<file path="src/rtl/bsp_pkg.sv">
package bsp_pkg;

   localparam int NODE_W    = 3;
   localparam int NUM_NODES = 8;
   localparam int MAX_NODES = 2 ** NODE_W;
   localparam int CNT_W     = NODE_W + 1;
   localparam int ADJ_W     = MAX_NODES * MAX_NODES;

   typedef logic [NODE_W-1:0] node_type;
   typedef logic [CNT_W-1:0]  cnt_type;

   localparam node_type LAST_NODE = node_type'(NUM_NODES - 1);

   typedef struct packed {
      logic     go;
      node_type src;
      node_type dst;
   } query_type;

   typedef struct packed {
      logic    done;
      logic    found;
      cnt_type len;
   } result_type;

   function automatic logic node_ok(input node_type node);
      return (int'(node) < NUM_NODES);
   endfunction

endpackage

</file>
<file path="src/rtl/bsp_search.sv">
module bsp_search (
   input  logic                          clock,
   input  logic                          reset,
   input  bsp_pkg::query_type            query,
   input  logic [bsp_pkg::ADJ_W-1:0]     adjacency,
   output bsp_pkg::result_type           result,
   output bsp_pkg::node_type             chain[bsp_pkg::MAX_NODES]
);
   import bsp_pkg::*;

   localparam logic [1:0] S_IDLE = 2'd0;
   localparam logic [1:0] S_DEQ  = 2'd1;
   localparam logic [1:0] S_SCAN = 2'd2;
   localparam logic [1:0] S_WALK = 2'd3;

   logic [1:0]           state_ff, state_in;
   logic                 done_ff, done_in;
   logic                 found_ff, found_in;
   node_type             src_ff, src_in;
   node_type             dst_ff, dst_in;
   node_type             cur_ff, cur_in;
   node_type             n_ff, n_in;
   node_type             walk_ff, walk_in;
   cnt_type              head_ff, head_in;
   cnt_type              tail_ff, tail_in;
   cnt_type              len_ff, len_in;
   logic [MAX_NODES-1:0] visited_ff, visited_in;
   node_type             parent_ff[MAX_NODES];
   node_type             parent_in[MAX_NODES];
   node_type             fifo_ff[MAX_NODES];
   node_type             fifo_in[MAX_NODES];
   node_type             chain_ff[MAX_NODES];
   node_type             chain_in[MAX_NODES];
   logic                 edge_hit;

   // one adjacency bit per cycle: row of the current node, column n
   assign edge_hit = adjacency[{cur_ff, n_ff}] && !visited_ff[n_ff];

   always_comb begin
      state_in   = state_ff;
      done_in    = 1'b0;
      found_in   = found_ff;
      src_in     = src_ff;
      dst_in     = dst_ff;
      cur_in     = cur_ff;
      n_in       = n_ff;
      walk_in    = walk_ff;
      head_in    = head_ff;
      tail_in    = tail_ff;
      len_in     = len_ff;
      visited_in = visited_ff;
      parent_in  = parent_ff;
      fifo_in    = fifo_ff;
      chain_in   = chain_ff;
      case (state_ff)
         S_IDLE: begin
            if (query.go) begin
               src_in = query.src;
               dst_in = query.dst;
               if (!(node_ok(query.src) && node_ok(query.dst))) begin
                  done_in  = 1'b1;
                  found_in = 1'b0;
               end else if (query.src == query.dst) begin
                  chain_in[0] = query.src;
                  len_in      = cnt_type'(1);
                  found_in    = 1'b1;
                  done_in     = 1'b1;
               end else begin
                  fifo_in[0]             = query.src;
                  head_in                = '0;
                  tail_in                = cnt_type'(1);
                  visited_in             = '0;
                  visited_in[query.src]  = 1'b1;
                  state_in               = S_DEQ;
               end
            end
         end
         S_DEQ: begin
            if (head_ff == tail_ff) begin
               done_in  = 1'b1;
               found_in = 1'b0;
               state_in = S_IDLE;
            end else begin
               cur_in   = fifo_ff[head_ff[NODE_W-1:0]];
               head_in  = head_ff + cnt_type'(1);
               n_in     = '0;
               state_in = S_SCAN;
            end
         end
         S_SCAN: begin
            if (edge_hit) begin
               visited_in[n_ff] = 1'b1;
               parent_in[n_ff]  = cur_ff;
               if (tail_ff < cnt_type'(MAX_NODES)) begin
                  fifo_in[tail_ff[NODE_W-1:0]] = n_ff;
                  tail_in                      = tail_ff + cnt_type'(1);
               end
            end
            if (edge_hit && n_ff == dst_ff) begin
               walk_in  = dst_ff;
               len_in   = '0;
               state_in = S_WALK;
            end else if (n_ff == LAST_NODE) begin
               state_in = S_DEQ;
            end else begin
               n_in = n_ff + node_type'(1);
            end
         end
         S_WALK: begin
            // chain is built goal first, the start node lands last
            chain_in[len_ff[NODE_W-1:0]] = walk_ff;
            len_in                       = len_ff + cnt_type'(1);
            if (walk_ff == src_ff) begin
               done_in  = 1'b1;
               found_in = 1'b1;
               state_in = S_IDLE;
            end else begin
               walk_in = parent_ff[walk_ff];
            end
         end
         default: begin
            state_in = S_IDLE;
         end
      endcase
   end

   always_ff @(posedge clock) begin
      if (reset) begin
         state_ff <= S_IDLE;
         done_ff  <= 1'b0;
      end else begin
         state_ff <= state_in;
         done_ff  <= done_in;
      end
      found_ff   <= found_in;
      src_ff     <= src_in;
      dst_ff     <= dst_in;
      cur_ff     <= cur_in;
      n_ff       <= n_in;
      walk_ff    <= walk_in;
      head_ff    <= head_in;
      tail_ff    <= tail_in;
      len_ff     <= len_in;
      visited_ff <= visited_in;
      parent_ff  <= parent_in;
      fifo_ff    <= fifo_in;
      chain_ff   <= chain_in;
   end

   assign result.done  = done_ff;
   assign result.found = found_ff;
   assign result.len   = len_ff;
   assign chain        = chain_ff;

   a_head_le_tail: assert property (@(posedge clock) disable iff (reset)
      (state_ff == S_DEQ || state_ff == S_SCAN) |-> head_ff <= tail_ff)
      else $error("queue head passed tail");

   a_src_visited: assert property (@(posedge clock) disable iff (reset)
      state_ff == S_SCAN |-> visited_ff[src_ff])
      else $error("start node not marked visited during scan");

   a_walk_len: assert property (@(posedge clock) disable iff (reset)
      state_ff == S_WALK |-> len_ff < cnt_type'(MAX_NODES))
      else $error("path walk longer than node count");

endmodule

</file>
<file path="src/rtl/bfs_shortest_path_finder_core.sv">
// channel   direction  handshake              payload
// req       in         req_valid / req_ready  req_from_node, req_to_node
// rsp       out        rsp_valid / rsp_ready  rsp_path_node, rsp_last, rsp_status
// csr       in         csr_wr_en              csr_wr_data (adjacency matrix)
//
// from acceptance: per dequeued node, a dequeue step then a scan of its adjacency row (one adjacency bit per cycle),
// one more dequeue step on no path, one walk step per path node, then the result is emitted
// at one transfer per cycle while rsp_ready is held high.
// reset clears the adjacency matrix and all control state.
// req_ready is low from query acceptance until the last result is loaded; a stalled
// rsp holds the emission without losing state.
module bfs_shortest_path_finder_core (
   input  logic                          clock,
   input  logic                          reset,
   input  logic                          req_valid,
   output logic                          req_ready,
   input  bsp_pkg::node_type             req_from_node,
   input  bsp_pkg::node_type             req_to_node,
   output logic                          rsp_valid,
   input  logic                          rsp_ready,
   output bsp_pkg::node_type             rsp_path_node,
   output logic                          rsp_last,
   output logic                          rsp_status,
   input  logic                          csr_wr_en,
   input  logic [bsp_pkg::ADJ_W-1:0]     csr_wr_data
);
   import bsp_pkg::*;

   localparam logic [1:0] T_IDLE = 2'd0;
   localparam logic [1:0] T_BUSY = 2'd1;
   localparam logic [1:0] T_EMIT = 2'd2;

   logic [1:0]       state_ff, state_in;
   logic [ADJ_W-1:0] adj_ff;
   logic             found_ff, found_in;
   node_type         idx_ff, idx_in;
   logic             rsp_valid_ff, rsp_valid_in;
   node_type         node_ff, node_in;
   logic             last_ff, last_in;
   logic             status_ff, status_in;
   query_type        query;
   result_type       result;
   node_type         chain[MAX_NODES];

   assign req_ready    = (state_ff == T_IDLE);
   assign query.go     = req_valid && req_ready;
   assign query.src    = req_from_node;
   assign query.dst    = req_to_node;

   bsp_search u_search (
      .clock     (clock),
      .reset     (reset),
      .query     (query),
      .adjacency (adj_ff),
      .result    (result),
      .chain     (chain)
   );

   always_comb begin
      state_in     = state_ff;
      found_in     = found_ff;
      idx_in       = idx_ff;
      rsp_valid_in = rsp_valid_ff && !rsp_ready;
      node_in      = node_ff;
      last_in      = last_ff;
      status_in    = status_ff;
      case (state_ff)
         T_IDLE: begin
            if (query.go) begin
               state_in = T_BUSY;
            end
         end
         T_BUSY: begin
            if (result.done) begin
               found_in = result.found;
               idx_in   = node_type'(result.len - cnt_type'(1));
               state_in = T_EMIT;
            end
         end
         T_EMIT: begin
            // load the output register once it is free, start node first
            if (!rsp_valid_ff || rsp_ready) begin
               rsp_valid_in = 1'b1;
               if (found_ff) begin
                  node_in   = chain[idx_ff];
                  last_in   = (idx_ff == '0);
                  status_in = 1'b0;
                  if (idx_ff == '0) begin
                     state_in = T_IDLE;
                  end else begin
                     idx_in = idx_ff - node_type'(1);
                  end
               end else begin
                  node_in   = '0;
                  last_in   = 1'b1;
                  status_in = 1'b1;
                  state_in  = T_IDLE;
               end
            end
         end
         default: begin
            state_in = T_IDLE;
         end
      endcase
   end

   always_ff @(posedge clock) begin
      if (reset) begin
         state_ff     <= T_IDLE;
         rsp_valid_ff <= 1'b0;
         adj_ff       <= '0;
      end else begin
         state_ff     <= state_in;
         rsp_valid_ff <= rsp_valid_in;
         if (csr_wr_en) begin
            adj_ff <= csr_wr_data;
         end
      end
      found_ff  <= found_in;
      idx_ff    <= idx_in;
      node_ff   <= node_in;
      last_ff   <= last_in;
      status_ff <= status_in;
   end

   assign rsp_valid     = rsp_valid_ff;
   assign rsp_path_node = node_ff;
   assign rsp_last      = last_ff;
   assign rsp_status    = status_ff;

   a_done_when_busy: assert property (@(posedge clock) disable iff (reset)
      result.done |-> state_ff == T_BUSY)
      else $error("search finished while no query was pending");

   a_accept_to_busy: assert property (@(posedge clock) disable iff (reset)
      (req_valid && req_ready) |=> state_ff == T_BUSY)
      else $error("accepted query did not start a search");

   a_fail_single: assert property (@(posedge clock) disable iff (reset)
      (rsp_valid && rsp_status) |-> (rsp_last && rsp_path_node == '0))
      else $error("no-path result not a lone final transfer");

endmodule

</file>
<file path="config.mk">
export PLATFORM = sky130hd
export DESIGN_NAME = bfs_shortest_path_finder_core
export DESIGN_NICKNAME = d
export VERILOG_FILES = /design/src/rtl/bsp_pkg.sv /design/src/rtl/bsp_search.sv /design/src/rtl/bfs_shortest_path_finder_core.sv
export SDC_FILE = /design/constraint.sdc
export NUM_CORES = 1
export LEC_CHECK = 0
export BUFFER_PORTS_ARGS = -buffer_cell sky130_fd_sc_hd__buf_2
export CORE_UTILIZATION = 60
export DETAILED_ROUTE_END_ITERATION = 8
export PLACE_DENSITY = 0.81
export SETUP_SLACK_MARGIN = 0.2
export SLEW_MARGIN = 25
export SYNTH_ARGS = -nofsm -noshare
export SYNTH_HDL_FRONTEND = slang
export SYNTH_HIERARCHICAL = 1
export SYNTH_SLANG_ARGS = --single-unit
</file>
<file path="constraint.sdc">
create_clock -name clock -period 5.1 [get_ports clock]
set_input_delay 0.255 -clock clock [delete_from_list [all_inputs] [get_ports clock]]
set_output_delay 0.255 -clock clock [all_outputs]
set_load 0.1 [all_outputs]
</file>
# ---- After elaboration in Yosys (flattened, before gate mapping)
# Index checks and enable logic that the tools add are counted.
dict set report totals {
  romBits 0
  ff_bits 187
  wordCells 232
  inputBits 75
  ram_bits 0
  latch_bits 0
  out_inout_bits 7
  memories 0
}
dict set report op_classes {
  n_mux 89
  mul 0
  div 0
  eq_ne 29
  add_sub_neg 6
  n_shift 0
  reduce_logical 41
  bitwise_logic 8
  magnitude_cmp 15
}
# operator count
set ops {}
lappend ops {{24-bit bitwise mux} 3}
lappend ops {{3-bit 2-to-1 mux} 22}
lappend ops {{24-bit 2-to-1 mux} 2}
lappend ops {{4-bit 2-to-1 mux} 10}
lappend ops {{3-bit case mux with 2 select lines} 5}
lappend ops {{3-bit binary-select mux with 3-bit select} 3}
lappend ops {{3-bit demux with 3-bit select} 3}
lappend ops {{4-bit greater-or-equal comparator (second input constant)} 6}
lappend ops {{8-bit 2-to-1 mux} 3}
lappend ops {{3-bit inverter with 4-bit output} 6}
lappend ops {{4-bit AND reduction} 6}
lappend ops {{2-bit 2-to-1 mux} 11}
lappend ops {{2-bit inequality test (second input constant)} 9}
lappend ops {{2-bit by 1-bit inequality test with 1-bit output (second input constant)} 8}
lappend ops {{4-bit case mux with 2 select lines} 2}
lappend ops {{8-bit case mux with 2 select lines} 1}
lappend ops {{1-bit 2-to-1 mux} 15}
lappend ops {{5-bit AND reduction} 3}
lappend ops {{4-bit by 1-bit adder with 4-bit output (second input constant)} 3}
lappend ops {{4-bit by 1-bit less-than comparator with 1-bit output (second input constant)} 3}
lappend ops {{4-bit case mux with 3 select lines} 1}
lappend ops {{2-bit nonzero test} 6}
lappend ops {{2-bit AND reduction} 5}
lappend ops {{3-bit == test} 3}
lappend ops {{27 further kinds} 49}

# ---- Depth between registers and ports, before layout
# Gate-level depths: netlist of the first run.
dict set report depth {
  word_depth 9
  mapped_depth 10
}

# ---- Modules after synthesis
# The synthesis of the first run kept the hierarchy.
# module n_inst cells_per_inst seq_area_each_um2 area_per_inst_um2
set modules_own_cells {}
lappend modules_own_cells {bsp_search 1 427 3303.2 5666.7}
lappend modules_own_cells {bfs_shortest_path_finder_core 1 255 1611.5 2909.0}

# ---- Worst setup path after synthesis of the first run
# Ideal clock, no wire load.
dict set report synth_timing {
  path_kind {register -> register}
  start {reg, netlist name state_ff[1]}
  end {reg u_search.visited_ff[0], enable pin}
  n_path_buf 0
  arrival_time_ns 2.636
  setup_time_ns 0.375
  setup_slack_ns 2.089
  path_stages_with_launch 6
  required_time_ns 4.725
  cell_sequence {dfxtp_1 -> nor2_1 -> and2_1 -> inv_1 -> o21a_1 -> a21oi_1}
}
# item line
set synth_rtl {}
lappend synth_rtl {{end signal: assignment} bsp_search.sv:144} ;# visited_ff <= visited_in;
lappend synth_rtl {{end: declaration} bsp_search.sv:27} ;# logic [MAX_NODES-1:0] visited_ff, visited_in;

# ---- Final worst setup path of the first run
dict set report layout_timing {
  start {reg u_search.n_ff[2]}
  end {reg u_search.visited_ff[6], enable pin}
}
dict set report layout_via {
  elab_chain_len 6
  elab_cells_between_ends 8
  classes_between {1 x eq/ne; 4 x mux; 3 x reduce/logical}
}
# item line
set layout_lines {}
lappend layout_lines {{start: declaration} bsp_search.sv:22} ;# node_type n_ff, n_in;
lappend layout_lines {{start signal: assignment} bsp_search.sv:139} ;# n_ff <= n_in;
lappend layout_lines {{branches (longest 3 deep; another with 1-bit binary-select mux with 6-bit select)} -}
lappend layout_lines {{1-bit logical AND *} bsp_search.sv:37} ;# assign edge_hit = adjacency[{cur_ff, n_ff}] && !visited_ff[n_ff];
lappend layout_lines {{2-bit by 1-bit inequality test with 1-bit output (no source line) *} -}
lappend layout_lines {{4-bit AND reduction (no source line) *} -}
# Every way passes the cells marked *. The select of a mux whose other input is x is not followed.
# A chain may end at the register's enable or synchronous reset.

==> results.json, run 1 <==
{
  "outcome": "finished, final reports clean",
  "worst_skew_pair.late_latency_ns": 0.43,
  "syn_to_final_growth_pct": 12.3,
  "dp_hpwl_um": 12900,
  "routabilityCongestion": 0.851,
  "worst_ep_required_time_ns": 5.15,
  "power_leakage_nw": 3.70,
  "cts_hold_buf": 0,
  "synthCells": 678,
  "die_w_um": 121,
  "final_common_cell": "edfxtp_1",
  "fin_area_um2": 9570,
  "r2r-start": "u_search/n_ff[2]",
  "core_region_area_um2": 13900,
  "htree_num_levels": 4,
  "clock_sinks": 186,
  "maxSlewViolCount": 0,
  "slew_headroom_pct": 31.0,
  "crit_start": "u_search/n_ff[2]",
  "timing.hold.ws_ns": 0.0390,
  "fin_skew_ns": 0.0101,
  "antennaDiodeCount": 0,
  "synth_nets": 763,
  "fp.dieArea_um2": 14700,
  "final_cell_mix": "116 x edfxtp_1, 99 x nor2_1, 89 x mux2i_1, 80 x buf_2, 70 x dfxtp_1",
  "nets": 821,
  "synth_area_um2": 8530,
  "num-fill-cells": 960,
  "critPathKind": "register to register",
  "r2r_setup_slack_ns": 1.57,
  "min_period_ns": 3.53,
  "crit_fanout": 21,
  "cp-end-kind": "register",
  "wl_per_cell_um": 19.7,
  "drtPass1Iterations": 5,
  "finalHoldViolCount": 0,
  "wl_um": 18300,
  "pwr_density_cell_nw_per_um2": 475,
  "rr_worst_depth": 8,
  "overflow": 0,
  "cp.arrival_ns": 3.58,
  "antenna_found_initial": 0,
  "avgViaCountPerCell": 6.13,
  "worst_pin_slew_ns": 1.03,
  "fin_util_pct": 69.0,
  "critical_path.endpoint": "u_search/visited_ff[6]",
  "drt_iter0_markers": 539,
  "port_buffers": 81,
  "grt_pass1_wl_um": 29700,
  "die_h_um": 121,
  "rsz0062_at_grt": "false",
  "grt_pass1_vias": 5671,
  "ant_nets": 0,
  "postSynthAreaPerCell_um2": 12.6,
  "via_count": 5697,
  "clkSlewWorstSetupHoldPaths_ns": 0.07,
  "start_util_pct": 61.4,
  "place_area_um2": 8940,
  "setup_viol_count_final": 0,
  "post_cts_buffers": 0,
  "ctsResizeCount": 0,
  "drive_gt1_share_pct": 20.3,
  "fmax_ghz": 0.283,
  "grt_use_total_pct": 26.8,
  "min_period_over_period_pct": 69.2,
  "maxCapViolations": 0,
  "grt_start_max_net_pins": 72,
  "startpoint_type": "register",
  "cts_tree": "yes",
  "drcViolationCount": 0,
  "ctsLongestPathBuffers": 2,
  "ys_warn_count": 6,
  "num_io_pins": 82,
  "r2r-end": "u_search/visited_ff[6]",
  "cts_root_buf": "clkbuf_16",
  "timing.setup.tns_ns": 0,
  "fp-row-count": 43,
  "hp-class": "input pin to register",
  "cts_buffers": 17,
  "vdd_ir_drop_max_mv": 0.285
}
-- how the worst min path moves through the flow --
| stage | startpoint | end | slack (ns) | cells after the start |
|---|---|---|---|---|
| after floorplan | reset | u_search/done_ff | 0.33 | 1 |
| after global placement | u_search/found_ff | found_ff | 0.43 | 0 |
| after detailed placement | u_search/found_ff | found_ff | 0.43 | 0 |
| after CTS | req_to_node[2] | u_search/dst_ff[2] | 0.02 | 1 |
| after global routing | req_to_node[2] | u_search/dst_ff[2] | 0.03 | 1 |
| final | req_to_node[2] | u_search/dst_ff[2] | 0.04 | 1 |
-- area by class of cell --
| cell class | instances | area, µm² | area share (%) |
|---|---|---|---|
| inverter | 21 | 78.8 | 0.823 |
| timing repair buffer | 90 | 498 | 5.20 |
| sequential | 186 | 4880 | 51.0 |
| multi-input combinational | 420 | 3280 | 34.3 |
| clock inverter | 10 | 143 | 1.49 |
| tap | 180 | 225 | 2.35 |
| clock buffer | 22 | 464 | 4.85 |
-- sequential cells by signal, summed over array words and instances, names as in the netlist, 4 cells and up --
register / cells
u_search/parent_ff: 24
u_search/visited_ff: 8
u_search/head_ff: 4
adj_ff: 64
u_search/chain: 24
u_search/fifo_ff: 24
u_search/tail_ff: 4
-- routing by layer --
metal	up-vias	GRT usage (%)	share of wire [%]
li1	2616	-	-
met1	2797	35.8	42
met2	247	43.9	50
met3	37	4.65	6.0
met4	0	10.3	2.2
met5	-	0	0
-- critical path, stage by stage (launching register included) --
cell and delay [ns]:
edfxtp_1 0.62, buf_8 0.24, buf_4 0.24, nor2b_1 0.38, a311o_1 0.23, o32ai_1 0.10
o32ai_2 0.21, o2111ai_4 0.37, a21oi_1 0.74
-- stage by stage --
stage | setup slack [ns] | power (mW) | std cells
2_1_floorplan | 2.09 | 2.91 | 678
3_3_place_gp | 1.44 | 3.11 | 894
3_5_place_dp | 1.31 | 3.18 | 895
4_1_cts | 1.28 | 4.52 | 927
5_1_grt | 1.28 | 4.74 | 929
6_report | 1.57 | 4.54 | 929
-- power by group --
part           internal (mW)  total (mW)  switching [mW]
combinational          0.460        1.08           0.622
sequential              1.87        2.12           0.245
clock                  0.799        1.34           0.544
total                   3.13        4.54            1.41
No activity file was read; power rests on OpenSTA's default activity.
==> run 2, diff against run 1 <==
- ABC_AREA: default -> 1
- PLACE_DENSITY: 0.81 -> 0.8
- clock period: 5.1 -> 3.34 ns (I/O delays scaled with it)
==> run 2 against run 1 <==
Worst hold slack got worse by 0.015 ns. Routed wire length rose by 12%. Register-to-register slack worse by 0.99 ns. Clock-buffer cell count shrank 3. Flip-flop and latch count unchanged. Critical path type unchanged. Global-route usage up 1.9 points. Fmax up 28%.
==> results.json, run 2 <==
{
  "outcome": "finished, final reports clean",
  "vdd_ir_drop_max_mv": 0.696,
  "synth_nets": 1134,
  "r2r-start": "u_search/n_ff[2]",
  "via_count": 7395,
  "critPathKind": "register to register",
  "min_period_ns": 2.76,
  "layout_setup_ws_ns": 0.583,
  "wl_per_cell_um": 14.8,
  "startpoint_type": "register",
  "timing.hold.ws_ns": 0.0244,
  "setup_viol_count_final": 0,
  "antenna_found_initial": 0,
  "power_mw": 7.81,
  "multi_input_area_um2": 3110,
  "finalHoldViolCount": 0,
  "dp_hpwl_um": 12700,
  "hp-class": "input pin to register",
  "slew_headroom_pct": 40.4,
  "core_region_area_um2": 14100,
  "antennaDiodeCount": 0,
  "min_period_over_period_pct": 82.5,
  "worst_skew_pair.late_latency_ns": 0.44,
  "syn_to_final_growth_pct": 19.5,
  "placed_cells": 1273,
  "grt_pass1_vias": 7141,
  "power_leakage_nw": 4.62,
  "ctsResizeCount": 0,
  "clkSlewWorstSetupHoldPaths_ns": 0.07,
  "hold_start": "req_from_node[0]",
  "port_buffers": 81,
  "cp-end-kind": "register",
  "regArea_um2": 4880,
  "r2r-end": "u_search/fifo_ff[20]",
  "grt_pass1_wl_um": 33300,
  "pre_cts_ws_ns": 0.490,
  "fin_area_um2": 10600,
  "num-fill-cells": 973,
  "postSynthAreaPerCell_um2": 8.42,
  "avgViaCountPerCell": 5.36,
  "crit_fanout": 10,
  "regMostFlops": "adj_ff",
  "drt_iter0_markers": 770,
  "start_util_pct": 62.7,
  "drcViolationCount": 0,
  "largest_register_ffs": 64,
  "drive_gt1_share_pct": 12.3,
  "maxCapViolations": 0,
  "synth_area_um2": 8840,
  "pwr_density_cell_nw_per_um2": 740,
  "whs_path_depth": 1,
  "clock_sinks": 186,
  "cts_root_buf": "clkbuf_16",
  "nets": 1271,
  "wl_um": 20500,
  "ctsLongestPathBuffers": 2,
  "htree_num_levels": 4,
  "timing.setup.tns_ns": 0,
  "final_common_cell": "nor2_1",
  "num_io_pins": 82,
  "cts_tree": "yes",
  "fin_skew_ns": 0.00969,
  "synthCells": 1049,
  "grt_start_max_net_pins": 67,
  "fp-row-count": 43,
  "fin_util_pct": 74.9,
  "hold_path_end": "u_search/src_ff[0]",
  "fin_cells": 1379,
  "cp.arrival_ns": 2.83,
  "rr_worst_depth": 12,
  "place_area_um2": 9250,
  "grt_use_total_pct": 28.7,
  "crit_start": "u_search/n_ff[2]",
  "fp.dieArea_um2": 15200,
  "ys_warn_count": 6,
  "worst_ep_required_time_ns": 3.41,
  "drtPass1Iterations": 5,
  "overflow": 0,
  "ant_nets": 0,
  "die_w_um": 123,
  "worst_pin_slew_ns": 0.895,
  "maxSlewViolCount": 0,
  "final_cell_mix": "227 x nor2_1, 175 x nand2_1, 145 x inv_1, 116 x edfxtp_1, 101 x o21ai_0",
  "die_h_um": 123,
  "rsz0062_at_grt": "false",
  "fmax_ghz": 0.363,
  "r2r_setup_slack_ns": 0.58,
  "routabilityCongestion": 0.902,
  "cts_buffers": 17
}
-- run 2: what timing repair did --
item                       4_1_cts  5_1_grt
hold buffers                    69        0
buffers inserted                 0        5
hold endpoints to repair        69        0
setup endpoints to repair        0        6
-- run 2: worst max-delay path: stages, from the launching register on --
cell	delay, ns
edfxtp_1	0.55
inv_1	0.15
nor2_4	0.29
nand3_1	0.11
nand2_1	0.08
nor2_1	0.05
nand2_1	0.07
nand3_1	0.10
nand2_1	0.08
nand2_1	0.11
nand2_4	0.14
nand4_4	0.14
nor4_1	0.52
-- run 2: area by class of cell --
type	count	share of cell area (%)
Clock inverter	13	1.36
Clock buffer	19	4.10
Inverter	153	5.45
Timing Repair Buffer	162	11.2
Sequential cell	186	46.3
Multi-Input combinational cell	666	29.5
Tap cell	180	2.13
-- run 2: worst max path at each step --
| stage | to | cells after the start |
|---|---|---|
| after global routing | u_search/len_ff[2] | 14 |
| final | u_search/fifo_ff[20] | 12 |
| after floorplan | u_search/fifo_ff[21] | 10 |
| after CTS | u_search/len_ff[2] | 14 |
| after detailed placement | u_search/len_ff[1] | 14 |
| after global placement | u_search/len_ff[1] | 14 |
-- run 2: metal layers --
| layer | share of wire, % | up-vias | GRT usage (%) |
|---|---|---|---|
| met4 | 2.0 | 0 | 11.0 |
| met3 | 8.6 | 38 | 6.37 |
| met1 | 41 | 3382 | 36.4 |
| li1 | - | 3635 | - |
| met2 | 48 | 340 | 47.8 |
| met5 | 0 | - | 0 |
-- run 2: report_power, final --
group / total, mW / internal [mW] / switching, mW
registers: 3.32 / 2.98 / 0.339
clock network: 2.00 / 1.11 / 0.891
logic: 2.49 / 0.853 / 1.64
total: 7.81 / 4.94 / 2.87
